`config.mk`:
```
export PLATFORM = sky130hd
export DESIGN_NAME = pgc_queue
export DESIGN_NICKNAME = d
export VERILOG_FILES = /design/src/sv/pgc_pkg.sv /design/src/sv/pgc_queue.sv
export SDC_FILE = /design/constraint.sdc
export NUM_CORES = 1
export LEC_CHECK = 0
export BUFFER_PORTS_ARGS = -buffer_cell sky130_fd_sc_hd__buf_2
export CORE_AREA = 2 2 130 132
export DETAILED_ROUTE_END_ITERATION = 16
export DIE_AREA = 0 0 132 134
export PLACE_DENSITY = 0.71
export SLEW_MARGIN = 20
export SYNTH_ARGS = -nofsm -noshare
export SYNTH_HDL_FRONTEND = slang
export SYNTH_SLANG_ARGS = --single-unit
export TNS_END_PERCENT = 1
```
`constraint.sdc`:
```
create_clock -name clk -period 15.6 [get_ports clk]
set_input_delay 0.78 -clock clk [delete_from_list [all_inputs] [get_ports clk]]
set_output_delay 0.78 -clock clk [all_outputs]
set_load 0.02 [all_outputs]
```
`src/sv/pgc_pkg.sv`:
```
`default_nettype none

package pgc_pkg;

    // Field widths fixed by the item formats.
    localparam int COORD_W    = 5;
    localparam int COMP_W     = 16;
    localparam int VEC_W      = 3 * COMP_W;
    localparam int CURL_W     = 26;
    localparam int GRID_W     = 6;
    localparam int INV_W      = 16;
    localparam int CFG_DATA_W = 16;
    localparam int CFG_IDX_W  = 1;
    localparam int ACC_W      = COMP_W + 2;
    localparam int PROD_W     = ACC_W + INV_W + 1;
    localparam int FRAC_SHIFT = 8;

    // Depth of the command queue between front and back.
    localparam int QUEUE_DEPTH = 2;

    // Item kinds.
    localparam logic KIND_LOAD  = 1'b0;
    localparam logic KIND_QUERY = 1'b1;

    // Configuration register indexes.
    localparam logic [CFG_IDX_W-1:0] REG_GRID_SIZE   = 1'd0;
    localparam logic [CFG_IDX_W-1:0] REG_INV_SPACING = 1'd1;

    // Reset values of the configuration registers.
    localparam logic [GRID_W-1:0] GRID_SIZE_RESET   = 6'd32;
    localparam logic [INV_W-1:0]  INV_SPACING_RESET = 16'd256;

    // Neighbor read order of a query.
    localparam logic [2:0] RD_JP   = 3'd0;
    localparam logic [2:0] RD_JM   = 3'd1;
    localparam logic [2:0] RD_KP   = 3'd2;
    localparam logic [2:0] RD_KM   = 3'd3;
    localparam logic [2:0] RD_IP   = 3'd4;
    localparam logic [2:0] RD_IM   = 3'd5;
    localparam logic [2:0] RD_LAST = 3'd6;

    // Last multiply step (one per curl component).
    localparam logic [1:0] MUL_LAST = 2'd2;

    typedef enum logic [1:0] {
        OP_LOAD,
        OP_QUERY,
        OP_ERROR
    } op_t;

    typedef enum logic [1:0] {
        S_IDLE,
        S_READ,
        S_MUL,
        S_DONE
    } state_t;

    // Command handed from the front to the back.
    typedef struct packed {
        op_t                op;
        logic [COORD_W-1:0] ci;
        logic [COORD_W-1:0] cj;
        logic [COORD_W-1:0] ck;
        logic [COORD_W-1:0] ip;
        logic [COORD_W-1:0] im;
        logic [COORD_W-1:0] jp;
        logic [COORD_W-1:0] jm;
        logic [COORD_W-1:0] kp;
        logic [COORD_W-1:0] km;
        logic [VEC_W-1:0]   vec;
    } cmd_t;

endpackage

`default_nettype wire

```
`src/sv/pgc_queue.sv`:
```
`default_nettype none

// Short command queue between front and back.
module pgc_queue (
    input  wire logic           clk,
    input  wire logic           rst_n,
    input  wire logic           push,
    input  pgc_pkg::cmd_t       push_cmd,
    output logic                full,
    input  wire logic           pop,
    output logic                valid,
    output pgc_pkg::cmd_t       head
);

    localparam int QD = pgc_pkg::QUEUE_DEPTH;
    localparam int PW = (QD > 1) ? $clog2(QD) : 1;
    localparam int CW = $clog2(QD + 1);

    pgc_pkg::cmd_t   slot_reg [QD];
    logic [PW-1:0]   wr_ptr_reg, wr_ptr_next;
    logic [PW-1:0]   rd_ptr_reg, rd_ptr_next;
    logic [CW-1:0]   count_reg, count_next;
    logic            do_push;
    logic            do_pop;

    assign full    = (count_reg == CW'(QD));
    assign valid   = (count_reg != '0);
    assign head    = slot_reg[rd_ptr_reg];
    assign do_push = push && !full;
    assign do_pop  = pop && valid;

    // Pointer and count update.
    always_comb
    begin
        wr_ptr_next = wr_ptr_reg;
        rd_ptr_next = rd_ptr_reg;
        if (do_push)
        begin
            wr_ptr_next = (wr_ptr_reg == PW'(QD - 1)) ? '0 : wr_ptr_reg + PW'(1);
        end
        if (do_pop)
        begin
            rd_ptr_next = (rd_ptr_reg == PW'(QD - 1)) ? '0 : rd_ptr_reg + PW'(1);
        end
        count_next = count_reg + CW'(do_push) - CW'(do_pop);
    end

    always_ff @(posedge clk or negedge rst_n)
    begin
        if (!rst_n)
        begin
            wr_ptr_reg <= '0;
            rd_ptr_reg <= '0;
            count_reg  <= '0;
        end
        else
        begin
            wr_ptr_reg <= wr_ptr_next;
            rd_ptr_reg <= rd_ptr_next;
            count_reg  <= count_next;
        end
    end

    // Payload storage.
    always_ff @(posedge clk)
    begin
        if (do_push)
        begin
            slot_reg[wr_ptr_reg] <= push_cmd;
        end
    end

endmodule

`default_nettype wire

```
# Word level (Yosys, flattened, before mapping)
# Memories as Yosys holds them, arrays and structs flattened.
# Index checks and enable logic that the tools add are counted.
# W data, S select, Z words.
dict set report op_classes {
  reduce_logical 4
  eq_ne 1
  n_mux 4
  addsub 4
}
# op n
set ops {}
lappend ops {{$mux W1} 4}
lappend ops {{$add A1 B1 Y1 const B} 2}
lappend ops {{$add A2 B1 Y2} 1}
lappend ops {{$eq A2 B2 Y1 const B} 1}
lappend ops {{$logic_and A1 B1 Y1} 2}
lappend ops {{$reduce_bool A2 Y1} 1}
lappend ops {{$sub A2 B1 Y2} 1}
lappend ops {{$logic_not A1 Y1} 1}
dict set report totals {
  mem_bits_rw 190
  elab_cells 17
  out_inout_bits 97
  regBits 4
  mem_count 1
  inputBits 99
}
# name depth word_bits read_ports rd_ports_with_merged_regs write_ports line_no
set memory_table {}
lappend memory_table {slot_reg 2 95 1 0 1 pgc_queue.sv:19} ;# pgc_pkg::cmd_t slot_reg [QD];

# Logic depth before layout (Yosys ltp)
# Gate-level depths: netlist of the first run.
dict set report depth {
  word_depth 5
  depth_mapped 7
  depth_no_buf 7
}

# Least setup slack after synthesis of the first run
# Ideal clock, no wire load.
dict set report synth_path {
  path_type {input to register}
  from {input push}
  to {memory slot_reg[0][0] in the netlist's numbering, enable pin}
  setup_time_ns 0.549
  slack_ns 10.220
  arrival_time_ns 4.830
  required_ns 15.051
  stages 2
  n_path_buf 0
  path_cell_list {nand2_1 -> nor2_1}
}
dict set report synth_between {
  elab_chain_len 3
}
# item line_no
set synth_lines {}
lappend synth_lines {{start: declaration} pgc_queue.sv:7} ;# input wire logic push,
lappend synth_lines {{$logic_and A1 B1 Y1} pgc_queue.sv:29} ;# assign do_push = push && !full;
lappend synth_lines {{$mux W1} pgc_queue.sv:67} ;# if (do_push)
lappend synth_lines {{$mux W1 (not written as such)} pgc_queue.sv:69} ;# slot_reg[wr_ptr_reg] <= push_cmd;
lappend synth_lines {{end: declaration} pgc_queue.sv:19}
# Every way passes these cells.

==> reports/metrics.yaml, run 1 <==
clocking:
  cts_max_level: 4
  cts_resized: 0
  holdBufCountCts: 0
  cts.sinks: 194
  cts_made_buffers: 17
  worstSkewPairLatency_ns: 0.42
  clk_pin_slew_ns: 0.07
  cts_tree: "yes"
  cts_root_buf: "clkbuf_16"
  cts_setup_buffers: 0
  clk_path_buf_depth: 2
sta:
  slew_headroom: 0.498
  fmax_mhz: 289
  fin_crit_sh: 0.221
  whs_ns: 0.151
  min_period_ns: 3.45
  tns_ns: 0
  rsz0062_at_grt: "false"
  tightest_slew_ns: 0.753
  skew_ns: 0.00832
  setup_viol: 0
  finalHoldViolCount: 0
  slew_violations: 0
worst_setup_path:
  start_kind: "register"
  cp_max_fo: 55
  r2r_slack_ns: 13.08
  crit_path_end_kind: "output port"
  cp.required_ns: 14.82
  arrival_ns: 2.67
  r2r-start: "count_reg[1]$_DFF_PN0_"
  worst_r2r_path_depth: 5
  r2r_end: "slot_reg[0][53]$_DFFE_PP_"
  critPathKind: "reg2out"
yosys:
  ys_types: 18
  synth_area_mm2: 0.00726
  synth_cells: 314
  syn_avg_cell_area_um2: 23.1
  syn_nets: 415
  synth.yosys.seq_area_share: 0.800
  ys_ff_latch: 194
  yosys_warnings: 0
drt:
  wl_um: 12800
  drt.antenna.violating_nets: 0
  drt_iter0_drc: 176
  viasPerCell: 4.73
  firstDrtPassIters: 4
  num_vias: 3561
  wire_per_inst_um: 17.0
  drc: 0
global_route:
  grt_pass1_wl_um: 19600
  grt_overflow_total: 0
  grtUsageTotal: 0.147
  grt_pass1_vias: 3879
  antenna_found_initial: 0
  grt_start_max_net_pins: 56
die:
  die_area_mm2: 0.0177
  design.core.area_mm2: 0.0163
  die_x_um: 132
  start_util: 0.446
  die_h_um: 134
  io_pins: 196
  rows: 47
placed_design:
  io_buffers: 195
  gp_congestion: 0.695
  dp.cells: 722
  dpl.hpwl_um: 8460
final_layout:
  layout_common_cells: "buf_2, edfxtp_1, mux2_2"
  nNetsFinal: 622
  drive_above_1_share: 0.614
  n_fill_cell: 1268
  layout_commonest_cell: "buf_2"
  final-instance-count-excl-fill: 753
  largest_reg_flops: 190
  num_antenna_cells: 0
  syn_to_final_growth_pct: 24.8
run_status:
  status: "finished clean"
job:
  drv_cap: 0
power:
  finalPower_uw: 1790
  power.leakage_uw: 0.00350
  vdd.ir_drop.worst_uv: 105
  powerDensity_mw_per_mm2: 198
hold_path:
  hp-class: "in2async"
[layer usage]
metal,up-vias,GRT usage,wire [um]
li1,1653,-,-
met1,1755,0.160,5010
met2,131,0.256,6600
met3,22,0.0563,920
met4,0,0.0640,243
met5,-,0,0
[worst max path at each step]
stage / from / endpoint / depth (start not counted)
after CTS: rd_ptr_reg$_DFFE_PN0P_ / head[90] / 3
after global routing: rd_ptr_reg$_DFFE_PN0P_ / head[90] / 3
after floorplan: push / slot_reg[0][0]$_DFFE_PP_ / 2
after detailed placement: rd_ptr_reg$_DFFE_PN0P_ / head[90] / 3
after global placement: push / slot_reg[0][60]$_DFFE_PP_ / 4
final: rd_ptr_reg$_DFFE_PN0P_ / head[90] / 3
[worst max-delay path: stages, from the launching register on]
cell     delay [ns]
dfrtp_4        0.92
buf_4          0.71
mux2_2         0.42
buf_2          0.16
[Yosys cell counts, drive strengths merged]
| cell | count | area share |
|---|---|---|
| nand2 | 1 | 0.00052 |
| buf | 11 | 0.018 |
| inv | 2 | 0.0010 |
| or2 | 1 | 0.00086 |
| xor2 | 1 | 0.0012 |
| xnor2 | 3 | 0.0036 |
| mux2 | 95 | 0.17 |
| edfxtp | 190 | 0.79 |
| ha | 2 | 0.0034 |
| and3 | 1 | 0.00086 |
| dfrtp | 4 | 0.014 |
| nand2b | 1 | 0.00086 |
| and2 | 1 | 0.00086 |
| nor2 | 1 | 0.00052 |
[stage by stage]
step | util | worst slack (ns) | instance area (um2)
floorplan | - | 10.22 | 7260
global placement | 0.517 | 12.48 | 8420
detailed placement | 0.518 | 12.54 | 8440
CTS | 0.556 | 12.07 | 9050
global route | 0.556 | 11.96 | 9050
finish | 0.556 | 12.15 | 9050
[layout make-up]
cell class | instances | area (um2) | area share
Clock buffer | 17 | 425 | 0.0470
Clock inverter | 14 | 185 | 0.0205
Inverter | 2 | 7.51 | 0.000829
Multi-Input combinational cell | 107 | 1330 | 0.146
Sequential cell | 194 | 5810 | 0.642
Tap cell | 220 | 275 | 0.0304
Timing Repair Buffer | 199 | 1030 | 0.113
[cells by family (layout without fill, tap and decap cells)]
family        after synthesis  count (layout)  synth area share
fa+ha+maj                   2               2           0.00345
flops                     194             194             0.800
buf+inv                    13             232            0.0191
xor+xnor                    4               4           0.00483
mux                        95              95             0.168
simple gates                6               6           0.00448
[where the power goes]
part	leakage [uW]	switching [uW]	internal, uW
Clock	0.000299	180	267
Sequential	0.00181	55.7	714
Combinational	0.00139	329	248
Total	0.00350	565	1230
(Power assumes the default switching activity.)
==> inputs of run 2 (changes only) <==
==> constraint.sdc (replaced) <==
create_clock -name clk -period 3.3 [get_ports clk]
set_input_delay 0.165 -clock clk [delete_from_list [all_inputs] [get_ports clk]]
set_output_delay 0.165 -clock clk [all_outputs]
set_load 0.02 [all_outputs]
==> reports/metrics.yaml, run 2 (synthesized netlist as in run 1, its figures left out) <==
drt:
  firstDrtPassIters: 4
  drt.antenna.violating_nets: 0
  wl_um: 13800
  wire_per_inst_um: 16.2
  drt_iter0_drc: 255
  num_vias: 3953
  drc: 0
  viasPerCell: 4.65
sta:
  slew_violations: 0
  fin_crit_sh: 0.739
  min_period_ns: 2.44
  fmax_mhz: 410
  slew_headroom: 0.475
  tns_ns: 0
  whs_ns: 0.0772
  rsz0062_at_grt: "false"
  tightest_slew_ns: 0.787
  skew_ns: 0.0170
  setup_viol: 0
  finalHoldViolCount: 0
clocking:
  cts_root_buf: "clkbuf_16"
  cts_made_buffers: 17
  cts_resized: 0
  cts_setup_buffers: 0
  clk_path_buf_depth: 2
  cts_tree: "yes"
  cts_max_level: 4
  cts.sinks: 194
  clk_pin_slew_ns: 0.06
  worstSkewPairLatency_ns: 0.43
  holdBufCountCts: 96
worst_setup_path:
  arrival_ns: 2.27
  crit_family: "flip-flops"
  crit_path_end_kind: "output port"
  cp.depth: 3
  cp_max_fo: 52
  endpoint: "head[27]"
  start_kind: "register"
  startpoint: "rd_ptr_reg$_DFFE_PN0P_"
  worst_r2r_path_depth: 3
  critPathKind: "reg2out"
  path_cells: "buf_4 -> mux2_2 -> buf_2"
  r2r_slack_ns: 1.47
  crit_slowest_cell: "dfrtp_4"
  cp.required_ns: 3.13
  r2r-start: "count_reg[1]$_DFF_PN0_"
  cp.buffers_inverters: 2
  cpPeakStageDelay_ns: 0.93
  r2r_end: "slot_reg[1][44]$_DFFE_PP_"
power:
  powerDensity_mw_per_mm2: 864
  power.leakage_uw: 0.00393
  vdd.ir_drop.worst_uv: 628
die:
  die_area_mm2: 0.0177
  die_h_um: 134
  start_util: 0.446
  rows: 47
  io_pins: 196
  design.core.area_mm2: 0.0163
  die_x_um: 132
global_route:
  grt_overflow_total: 0
  grt_pass1_vias: 4188
  antenna_found_initial: 0
  grtUsageTotal: 0.159
  grt_pass1_wl_um: 21400
  grt_start_max_net_pins: 71
final_layout:
  largest_reg_flops: 190
  layout_commonest_cell: "buf_2"
  syn_to_final_growth_pct: 38.8
  nNetsFinal: 720
  final_area_mm2: 0.0101
  drive_above_1_share: 0.521
  num_antenna_cells: 0
  layout_common_cells: "buf_2, edfxtp_1, dlygate4sd3_1"
hold_path:
  hp-class: "in2reg"
placed_design:
  io_buffers: 195
  gp_congestion: 0.714
  dpl.hpwl_um: 8380
  placed_area_mm2: 0.00848
run_status:
  status: "finished clean"
job:
  drv_cap: 0
==> run 2: per-layer routing <==
layer / track usage / vias up / share of wire
li1: - / 1851 / -
met1: 0.186 / 1938 / 0.42
met2: 0.271 / 147 / 0.50
met3: 0.0522 / 17 / 0.062
met4: 0.0646 / 0 / 0.017
met5: 0 / - / 0
==> run 2: cell type report <==
type / instances / area, um2
Fill cell: 1169 / 6220
Clock buffer: 18 / 429
Sequential cell: 194 / 5810
Timing Repair Buffer: 297 / 2020
Multi-Input combinational cell: 107 / 1330
Inverter: 2 / 7.51
Clock inverter: 13 / 208
Tap cell: 220 / 275
==> run 2: tightest hold or removal path, cell delays in order <==
cell and delay, ns:
buf_2 0.07, and2_1 0.15, xor2_1 0.08
==> run 2: worst min-delay path by stage <==
| stage | endpoint | from | cells past startpoint | slack [ns] |
|---|---|---|---|---|
| floorplan | count_reg[0]$_DFF_PN0_ | rst_n | 0 | -0.13 |
| global placement | count_reg[0]$_DFF_PN0_ | rst_n | 1 | -0.03 |
| detailed placement | count_reg[0]$_DFF_PN0_ | rst_n | 1 | -0.02 |
| CTS | count_reg[0]$_DFF_PN0_ | rst_n | 2 | 0.05 |
| global route | rd_ptr_reg$_DFFE_PN0P_ | pop | 3 | 0.08 |
| finish | rd_ptr_reg$_DFFE_PN0P_ | pop | 3 | 0.08 |
==> run 2: through the flow <==
stage | setup WS [ns] | total power, uW | std cells | util
5_1_grt | 0.715 | 9090 | 851 | 0.618
4_1_cts | 0.795 | 8800 | 851 | 0.618
2_1_floorplan | 0.0920 | 5730 | 314 | -
6_report | 0.861 | 8710 | 851 | 0.618
3_3_place_gp | 1.31 | 6420 | 724 | 0.520
3_5_place_dp | 1.27 | 6500 | 724 | 0.520
==> run 2: power breakdown <==
part           leakage, uW  total, uW  internal, uW  switching [uW]
logic              0.00181       2850          1280            1580
registers          0.00181       3640          3370             276
clock network     0.000306       2210          1350             866
total              0.00393       8710          5990            2720
