===== src/sv/pgc_pkg.sv =====
`default_nettype none

package pgc_pkg;

    // Field widths fixed by the item formats.
    localparam int COORD_W    = 5;
    localparam int COMP_W     = 16;
    localparam int VEC_W      = 3 * COMP_W;
    localparam int CURL_W     = 26;
    localparam int GRID_W     = 6;
    localparam int INV_W      = 16;
    localparam int CFG_DATA_W = 16;
    localparam int CFG_IDX_W  = 1;
    localparam int ACC_W      = COMP_W + 2;
    localparam int PROD_W     = ACC_W + INV_W + 1;
    localparam int FRAC_SHIFT = 8;

    // Depth of the command queue between front and back.
    localparam int QUEUE_DEPTH = 2;

    // Item kinds.
    localparam logic KIND_LOAD  = 1'b0;
    localparam logic KIND_QUERY = 1'b1;

    // Configuration register indexes.
    localparam logic [CFG_IDX_W-1:0] REG_GRID_SIZE   = 1'd0;
    localparam logic [CFG_IDX_W-1:0] REG_INV_SPACING = 1'd1;

    // Reset values of the configuration registers.
    localparam logic [GRID_W-1:0] GRID_SIZE_RESET   = 6'd32;
    localparam logic [INV_W-1:0]  INV_SPACING_RESET = 16'd256;

    // Neighbor read order of a query.
    localparam logic [2:0] RD_JP   = 3'd0;
    localparam logic [2:0] RD_JM   = 3'd1;
    localparam logic [2:0] RD_KP   = 3'd2;
    localparam logic [2:0] RD_KM   = 3'd3;
    localparam logic [2:0] RD_IP   = 3'd4;
    localparam logic [2:0] RD_IM   = 3'd5;
    localparam logic [2:0] RD_LAST = 3'd6;

    // Last multiply step (one per curl component).
    localparam logic [1:0] MUL_LAST = 2'd2;

    typedef enum logic [1:0] {
        OP_LOAD,
        OP_QUERY,
        OP_ERROR
    } op_t;

    typedef enum logic [1:0] {
        S_IDLE,
        S_READ,
        S_MUL,
        S_DONE
    } state_t;

    // Command handed from the front to the back.
    typedef struct packed {
        op_t                op;
        logic [COORD_W-1:0] ci;
        logic [COORD_W-1:0] cj;
        logic [COORD_W-1:0] ck;
        logic [COORD_W-1:0] ip;
        logic [COORD_W-1:0] im;
        logic [COORD_W-1:0] jp;
        logic [COORD_W-1:0] jm;
        logic [COORD_W-1:0] kp;
        logic [COORD_W-1:0] km;
        logic [VEC_W-1:0]   vec;
    } cmd_t;

endpackage

`default_nettype wire


===== src/sv/pgc_if.sv =====
`default_nettype none

// Input item channel.
interface pgc_item_if;
    logic                                valid;
    logic                                ready;
    logic                                kind;
    logic [pgc_pkg::COORD_W-1:0]         coord_i;
    logic [pgc_pkg::COORD_W-1:0]         coord_j;
    logic [pgc_pkg::COORD_W-1:0]         coord_k;
    logic signed [pgc_pkg::COMP_W-1:0]   vec_x;
    logic signed [pgc_pkg::COMP_W-1:0]   vec_y;
    logic signed [pgc_pkg::COMP_W-1:0]   vec_z;

    modport source (
        output valid, kind, coord_i, coord_j, coord_k, vec_x, vec_y, vec_z,
        input  ready
    );
    modport sink (
        input  valid, kind, coord_i, coord_j, coord_k, vec_x, vec_y, vec_z,
        output ready
    );
endinterface


`default_nettype wire


===== src/sv/pgc_front.sv =====
`default_nettype none

// Front end: takes items, checks coordinates against the grid and works out
// the wrapped neighbor coordinates of queries.
module pgc_front #(
    parameter int EDGE_MAX = 32
) (
    pgc_item_if.sink                          item,
    input  wire logic [pgc_pkg::GRID_W-1:0]   grid_size,
    input  wire logic                         full,
    output logic                              push,
    output pgc_pkg::cmd_t                     cmd
);

    localparam int LIMIT_INT = (EDGE_MAX < 32) ? EDGE_MAX : 32;
    localparam logic [pgc_pkg::GRID_W-1:0] LIMIT = pgc_pkg::GRID_W'(LIMIT_INT);

    logic [pgc_pkg::GRID_W-1:0]  edge_n;
    logic                        in_grid;
    logic                        accept;
    logic [pgc_pkg::COORD_W-1:0] edge_m1;

    // Effective edge length and range check.
    always_comb
    begin
        edge_n  = (grid_size < LIMIT) ? grid_size : LIMIT;
        edge_m1 = pgc_pkg::COORD_W'(edge_n - pgc_pkg::GRID_W'(1));
        in_grid = ({1'b0, item.coord_i} < edge_n) &&
                  ({1'b0, item.coord_j} < edge_n) &&
                  ({1'b0, item.coord_k} < edge_n);
    end

    assign item.ready = !full;
    assign accept     = item.valid && !full;

    // Loads outside the grid are dropped here; everything else is queued.
    assign push = accept && (in_grid || (item.kind == pgc_pkg::KIND_QUERY));

    // Command build with periodic wrap of the plus and minus neighbors.
    always_comb
    begin
        if (item.kind == pgc_pkg::KIND_LOAD)
        begin
            cmd.op = pgc_pkg::OP_LOAD;
        end
        else if (in_grid)
        begin
            cmd.op = pgc_pkg::OP_QUERY;
        end
        else
        begin
            cmd.op = pgc_pkg::OP_ERROR;
        end
        cmd.ci  = item.coord_i;
        cmd.cj  = item.coord_j;
        cmd.ck  = item.coord_k;
        cmd.ip  = (({1'b0, item.coord_i} + 6'd1) == edge_n) ? '0 : item.coord_i + 5'd1;
        cmd.jp  = (({1'b0, item.coord_j} + 6'd1) == edge_n) ? '0 : item.coord_j + 5'd1;
        cmd.kp  = (({1'b0, item.coord_k} + 6'd1) == edge_n) ? '0 : item.coord_k + 5'd1;
        cmd.im  = (item.coord_i == '0) ? edge_m1 : item.coord_i - 5'd1;
        cmd.jm  = (item.coord_j == '0) ? edge_m1 : item.coord_j - 5'd1;
        cmd.km  = (item.coord_k == '0) ? edge_m1 : item.coord_k - 5'd1;
        cmd.vec = {item.vec_x, item.vec_y, item.vec_z};
    end

endmodule

`default_nettype wire


===== src/flat_wrapper.sv =====
// flat-port wrapper written by rule: the top's interface ports become plain ports
module pgc_front_flat 
#(
    parameter int EDGE_MAX = 32
)
  (grid_size, full, push, cmd, item_valid, item_kind, item_coord_i, item_coord_j, item_coord_k, item_vec_x, item_vec_y, item_vec_z, item_ready);
  pgc_item_if item_i ();
  input  wire logic [pgc_pkg::GRID_W-1:0] grid_size;
  input  wire logic full;
  output logic push;
  output pgc_pkg::cmd_t cmd;
  input wire logic [$bits(item_i.valid)-1:0] item_valid;
  input wire logic [$bits(item_i.kind)-1:0] item_kind;
  input wire logic [$bits(item_i.coord_i)-1:0] item_coord_i;
  input wire logic [$bits(item_i.coord_j)-1:0] item_coord_j;
  input wire logic [$bits(item_i.coord_k)-1:0] item_coord_k;
  input wire logic [$bits(item_i.vec_x)-1:0] item_vec_x;
  input wire logic [$bits(item_i.vec_y)-1:0] item_vec_y;
  input wire logic [$bits(item_i.vec_z)-1:0] item_vec_z;
  output wire logic [$bits(item_i.ready)-1:0] item_ready;
  assign item_i.valid = item_valid;
  assign item_i.kind = item_kind;
  assign item_i.coord_i = item_coord_i;
  assign item_i.coord_j = item_coord_j;
  assign item_i.coord_k = item_coord_k;
  assign item_i.vec_x = item_vec_x;
  assign item_i.vec_y = item_vec_y;
  assign item_i.vec_z = item_vec_z;
  assign item_ready = item_i.ready;
  pgc_front #(.EDGE_MAX(EDGE_MAX)) u_core (.item(item_i), .grid_size(grid_size), .full(full), .push(push), .cmd(cmd));
endmodule

===== config.mk =====
export PLATFORM = sky130hd
export DESIGN_NAME = pgc_front_flat
export DESIGN_NICKNAME = d
export VERILOG_FILES = /design/src/sv/pgc_pkg.sv /design/src/sv/pgc_if.sv /design/src/sv/pgc_front.sv /design/src/flat_wrapper.sv
export SDC_FILE = /design/constraint.sdc
export NUM_CORES = 1
export LEC_CHECK = 0
export BUFFER_PORTS_ARGS = -buffer_cell sky130_fd_sc_hd__buf_2
export CORE_ASPECT_RATIO = 2
export CORE_MARGIN = 2
export CORE_UTILIZATION = 39
export DETAILED_ROUTE_END_ITERATION = 7
export GPL_ROUTABILITY_DRIVEN = 0
export PLACE_DENSITY = 0.85
export SLEW_MARGIN = 20
export SYNTH_ARGS = -nofsm -noshare
export SYNTH_HDL_FRONTEND = slang
export SYNTH_SLANG_ARGS = --single-unit

===== constraint.sdc =====
create_clock -name vclk -period 2.7
set_input_delay 0.405 -clock vclk [all_inputs]
set_output_delay 0.405 -clock vclk [all_outputs]
set_load 0.05 [all_outputs]

* Yosys cells after proc, flatten, opt, wreduce, memory -nomap -nowiden *
Cells that the tools add are included.

storage, ports and cells
  output and inout port bits = 97
  bits in registers = 0

cells by class
  mux-type cells = 9
  equality and inequality tests = 3
  add/sub/neg operators = 10
  reduce and logical (&&, ||, !) cells = 9
  order comparisons = 4

operators by type and width
  kind                                               count
  two-way mux 5 bit                                  6
  subtractor 5 x 1 -> 5 bit, second input constant   4
  adder 5 x 1 -> 6 bit, second input constant        3
  equality test 6 bit                                3
  less-than comparator 5 x 6 -> 1 bit                3
  adder 5 x 1 -> 5 bit, second input constant        3
  logical NOT 5 bit                                  3
  less-than comparator 6 bit, second input constant  1
  two-way mux 6 bit                                  1
  logical AND 1 bit                                  4
  two-way mux 2 bit                                  2
  logical NOT 1 bit                                  1
  logical OR 1 bit                                   1

* Logic depth before layout (Yosys ltp) *
Gate-level depths: netlist of the first run.

  depth in word-level cells = 7
  depth in mapped cells = 8

* Worst setup path after synthesis of the first run *
No wires, ideal clock.

  kind = input to output
  start = input grid_size[5] (netlist name)
  end = output push
  stages = 8
  data arrival time = 2448 ps
  buffers on the path = 2
  slack = -153 ps
  path through = buf_2 -> nand2b_1 -> buf_2 -> ha_1 -> nor3_1 -> a21oi_1 -> a211o_1 -> a21oi_1

on the way
  longest elaborated chain between the ends = 7

RTL lines
  what                                                           RTL line                          RTL
  from (decl)                                                    flat_wrapper.sv:8                 input wire logic [pgc_pkg::GRID_W-1:0] grid_size;
  less-than comparator 6 bit                                     pgc_front.sv:26                   edge_n = (grid_size < LIMIT) ? grid_size : LIMIT;
  two-way mux 6 bit (*)                                          pgc_front.sv:26
  less-than comparator 5 x 6 -> 1 bit, on equally long branches  pgc_front.sv:28, pgc_front.sv:29
  logical AND 1 bit                                              pgc_front.sv:28                   in_grid = ({1'b0, item.coord_i} < edge_n) &&
  logical AND 1 bit (*)                                          pgc_front.sv:29                   ({1'b0, item.coord_j} < edge_n) &&
  logical OR 1 bit (*)                                           pgc_front.sv:37                   assign push = accept && (in_grid || (item.kind == pgc_pkg::KIND_QUERY));
  logical AND 1 bit (*)                                          pgc_front.sv:37
  to (decl)                                                      flat_wrapper.sv:10                output logic push;

Every way passes the cells marked *; elsewhere a longest branch is shown, timed or not.

==> summary.md, run 1 <==
| Metric | Value |
|---|---|
| Hold crit path type | input pin to output port |
| Hold depth | 0 |
| Crit-path cells | buf_2 > inv_1 > ha_1 > xnor2_1 > or3_4 > nor4_4 > nor2_1 > buf_2 |
| Largest net degree at the start of global routing | 10 |
| Post-Syn Area | 1783 sq um |
| Mean post-synth cell area | between 7 and 8 sq um |
| Area contributors post-synth | buf_4, ha_1, xnor2_1 |
| Post-placement cell area | between 1500 and 2000 sq um |
| ANT nets after route | 0 |
| Largest fanout on the critical path | 8 |
| Detailed Route WL | 4490 um |
| Post-synthesis sequential area ratio | 0% |
| Final Cycle Share | 96.45% |
| Synth top area share | 26.95% |
| RSZ-0062 raised after global routing | no |
| Number of clock buffers in the layout | 0 |
| Ant diodes | 0 |
| P_leak | ~0.84 nW |
| CP peak stage delay | 0.38 ns |
| I/O Buffers | 73 |
| Initial antenna violation count | 0 |
| Largest area contributor in the netlist | buf_4 |
| Row count | 34 |
| Arr. time, crit path | roughly 2.2 ns |
| P per Cell Area | 303.9 nW/um^2 |
| FMAX | 384.0 MHz |
| Peak VDD IR | 0.1401 mV |
| Fin crit period | 2.604 ns |
| Hold Vio Cnt, Final | 0 |
| Slowest CP cell | nor4_4 |
| Gr usage total | 17.53% |
| IO Count | 169 |
| Slew HR | 70.36% |
| Synth unique cells | 25 |
| Die Span X | 51.81 um |
| Final nets | 341 |
| Detailed-route via count | 1,528 |
| Detailed placer's ending HPWL | 3875 um |
| First-pass GRT wire length | around 7200 um |
| Worst endpoint required time | about 2.3 ns |
| Seq cells | 0 |
| Critical path startpoint category | input pin |
| Power, Total | 528.9 uW |
| Congestion Overflow GR | 0 |
| Full die area | 5161 sq um |
| Setup Crit Path Kind | input pin to output port |
| 1st-iter DRT viols | 15 |
| MaxCap Viol Count | 0 |
| Slew @ Worst Pin | ~0.44 ns |
| Layout Cells excl Fill | 299 |
| Post-route setup TNS | 0 ns |
| Syn Nets | 330 |
| WL per Instance | 15.02 um |
| Setup crit end kind | output port |
| Layout cells sized above 1 | 38.37% |
| Synth warnings | 0 |
| Area occupied by multi-input gates | 1191 sq um |
| Starting Density | between 40% and 50% |
| Area Overhead vs Synth | -2.386% |
| Vias in the first global route | 1,552 |
| Die Y | 99.62 um |
| Leading cell types in the layout, fill and taps excluded | buf_2, ha_1, nor2_1 |
| Slew Limit Fails | 0 |
| Post-Synthesis Cells | 236 |
| Final setup fails | 0 |
| CP most frequent cell | buf_2 |
| Storage cell area | 0 sq um |
| Post_cts resized | 0 |
| Layout fillers | about 470 |
| DRC errors left | 0 |
| Commonest non-fill, non-tap cell in the layout | buf_2 |
| Via/cell ratio | 5.110 |
| Final Cell Area | 1740 sq um |
| Status | completed |
| Drt first pass iters | 4 |
| Core region area | 4382 sq um |
| Placed cell count | 299 |
==> worst paths after layout <==
kind,from,endpoint,slack [ns]
max,item_coord_k[0],cmd[56],0.1
min,item_vec_z[15],cmd[15],0.81
==> final cells by class <==
cell class         count  share of cell area, %
inverters             17                  3.666
multi-input cells    148                  68.44
well taps             54                  3.882
repair buffers        80                  24.01
==> report_power, final <==
group	total (mW)	switching [mW]	leakage (nW)	internal [mW]
Clock	0	0	0	0
Combinational	0.529	0.376	0.843	0.153
Sequential	0	0	0	0
==> cells in the mapped netlist, drive strengths merged <==
cell type	n
and2	1
nand3	12
and3	3
a21oi	13
nor3	4
xor2	15
ha	22
nand2	8
a211o	1
or3	3
nor2b	6
xnor2	18
nand4b	1
nand2b	4
o21ai	3
nor2	22
inv	17
o32ai	2
buf	71
mux2i	6
o211ai	1
nor4	3
==> logic make-up after synthesis <==
| logic type | count (synthesis) | share of synthesized area, % |
|---|---|---|
| xor+xnor | 33 | 19.37 |
| mux | 6 | 3.369 |
| simple gates | 67 | 21.90 |
| fa+ha+maj | 22 | 15.44 |
| buf+inv | 88 | 33.54 |
| compound gates | 20 | 6.386 |
==> routing by layer <==
metal  track usage, %  routed length [um]  vias to the layer above
met5                0                   0                        -
met4            13.56                 358                        0
met1            15.53                1419                      693
met3            1.502                 368                       46
met2            33.73                2343                       60
li1                 -                   -                      729
==> per-stage QoR <==
stage	setup slack [ns]	utilization, %	hold slack (ns)
after floorplan	-0.1389	-	0.9749
after global placement	0.1324	39.72	0.8103
after detailed placement	0.1010	39.72	0.8103
after CTS	0.09831	39.72	0.8103
after global routing	0.008928	39.72	0.8101
final	0.09580	39.72	0.8100
==> worst max-delay path, delay by kind of cell <==
kind                     cells  cell delay (ns)
XOR/XNOR                     1             0.16
AND/OR/NAND/NOR              3             0.80
adder cells (fa/ha/maj)      1             0.36
buffers and inverters        3             0.48
==> what timing repair did <==
action | in CTS | in global routing
hold buffers | 0 | 0
buffers inserted | 0 | 0
setup endpoints to repair | 0 | 3
No activity file was read; power rests on OpenSTA's default activity.
==> run 2: changes to the inputs <==
Settings changed: MAX_ROUTING_LAYER set to met4.
==> run 2 against run 1 <==
Against the previous run:
- flip-flop and latch count is the same
- first-iteration DRC count down 13%
- utilization is the same
- combinational power hardly changed
- critical path depth did not move
- final cell count did not move
- setup slack did not move
- die area did not move
- non-clock buffer count unchanged
- wire length is essentially flat
- global-route usage up 0.48 points
- fmax did not move
==> summary.md, run 2 (synthesis results as in run 1) <==
| Metric | Value |
|---|---|
| Status | completed (unchanged) |
| Drt first pass iters | 4 (unchanged) |
| Final Cell Area | 1740 sq um (unchanged) |
| Post-placement cell area | 1740 sq um (unchanged) |
| Detailed-route via count | 1,530 (was 1,528) |
| Post_cts resized | 0 (unchanged) |
| Largest net degree at the start of global routing | 10 (unchanged) |
| Largest fanout on the critical path | 8 (unchanged) |
| Row count | 34 (unchanged) |
| DRC errors left | 0 (unchanged) |
| I/O Buffers | 73 (unchanged) |
| P_leak | 0.8433 nW (unchanged) |
| Crit-path cells | buf_2 > inv_1 > ha_1 > xnor2_1 > or3_4 > nor4_4 > nor2_1 > buf_2 (unchanged) |
| Full die area | 5161 sq um (unchanged) |
| Hold Buf Count CTS | 0 (unchanged) |
| Starting Density | 40.69% (unchanged) |
| Slowest CP cell | nor4_4 (unchanged) |
| Initial antenna violation count | 0 (unchanged) |
| 1st-iter DRT viols | 13 (was 15) |
| MaxCap Viol Count | 0 (unchanged) |
| Layout Cells excl Fill | 299 (unchanged) |
| Area Overhead vs Synth | -2.386% (unchanged) |
| Die Span X | 51.81 um (unchanged) |
| Fin Hold WS | 0.8100 ns (unchanged) |
| Congestion Overflow GR | 0 (unchanged) |
| Core region area | 4382 sq um (unchanged) |
| Slew HR | 70.29% (was 70.36%) |
| Slew Limit Fails | 0 (unchanged) |
| Final worst slack | 0.09580 ns (unchanged) |
| WL per Instance | 15.01 um (was 15.02 um) |
| Via/cell ratio | 5.117 (was 5.110) |
| IO Count | 169 (unchanged) |
| Slew @ Worst Pin | 0.4440 ns (was 0.4429 ns) |
| Peak VDD IR | 0.1401 mV (unchanged) |
| Commonest non-fill, non-tap cell in the layout | buf_2 (unchanged) |
| ANT nets after route | 0 (unchanged) |
| Worst endpoint required time | 2.30 ns (about the same) |
| CP most frequent cell | buf_2 (unchanged) |
| Layout cells sized above 1 | 38.37% (unchanged) |
| First-pass GRT wire length | 7176 um (unchanged) |
| Arr. time, crit path | 2.20 ns (about the same) |
| Hold crit path type | input pin to output port (unchanged) |
| Placed cell count | 299 (unchanged) |
| Critical path startpoint category | input pin (unchanged) |
| FMAX | 384.0 MHz (unchanged) |
| Detailed placer's ending HPWL | 3875 um (unchanged) |
| Hold Vio Cnt, Final | 0 (unchanged) |
| Final nets | 341 (unchanged) |
| Final setup fails | 0 (unchanged) |
| Layout fillers | 469 (unchanged) |
| CP peak stage delay | 0.38 ns (about the same) |
| Layout Utilization | 39.72% (unchanged) |
| Setup Crit Path Kind | input pin to output port (unchanged) |
| Fin crit period | 2.604 ns (unchanged) |
| Final Cycle Share | 96.45% (unchanged) |
| Number of clock buffers in the layout | 0 (unchanged) |
| Post-CTS setup buffers | 0 (unchanged) |
| Storage cell area | 0 sq um (unchanged) |
| Setup crit end kind | output port (unchanged) |
| Gr usage total | 18.02% (was 17.53%) |
| Leading cell types in the layout, fill and taps excluded | buf_2, ha_1, nor2_1 (unchanged) |
| Power, Total | 528.8 uW (was 528.9 uW) |
| RSZ-0062 raised after global routing | no (unchanged) |
| Ant diodes | 0 (unchanged) |
| Seq cells | 0 (unchanged) |
| Vias in the first global route | 1,555 (was 1,552) |
| Post-placement worst setup slack | 0.1010 ns (unchanged) |
| Die Y | 99.62 um (unchanged) |
| P per Cell Area | 303.9 nW/um^2 (about the same) |
| Detailed Route WL | 4488 um (was 4490 um) |
| Post-route setup TNS | 0 ns (unchanged) |
-- run 2: power breakdown --
| group | internal [mW] | total [mW] | leakage (nW) | switching, mW |
|---|---|---|---|---|
| Clock | 0 | 0 | 0 | 0 |
| Combinational | 0.153 | 0.529 | 0.843 | 0.376 |
| Sequential | 0 | 0 | 0 | 0 |
| Total | 0.153 | 0.529 | 0.843 | 0.376 |
-- run 2: cell type report --
class	count	area (sq um)	area share (%)
Inverter	17	63.81	3.666
Multi-Input combinational cell	148	1191	68.44
Tap cell	54	67.56	3.882
Timing Repair Buffer	80	417.9	24.01
-- run 2: routing by layer --
layer	part of all wire (%)	track usage, %
met1	31	15.43
met2	52	33.73
met3	8.3	1.652
met4	8.0	13.56
met5	0	-
-- run 2: critical path: cells and delay by family --
family | cells | cell delay, ns
fa+ha+maj | 1 | 0.36
buf+inv | 3 | 0.48
xor+xnor | 1 | 0.16
simple gates | 3 | 0.80
-- run 2: path summary, 6_finish.rpt --
check                  startpoint  endpoint  slack, ns  cells past startpoint
setup / recovery  item_coord_k[0]   cmd[56]        0.1                      8
hold / removal     item_vec_z[15]   cmd[15]       0.81                      0
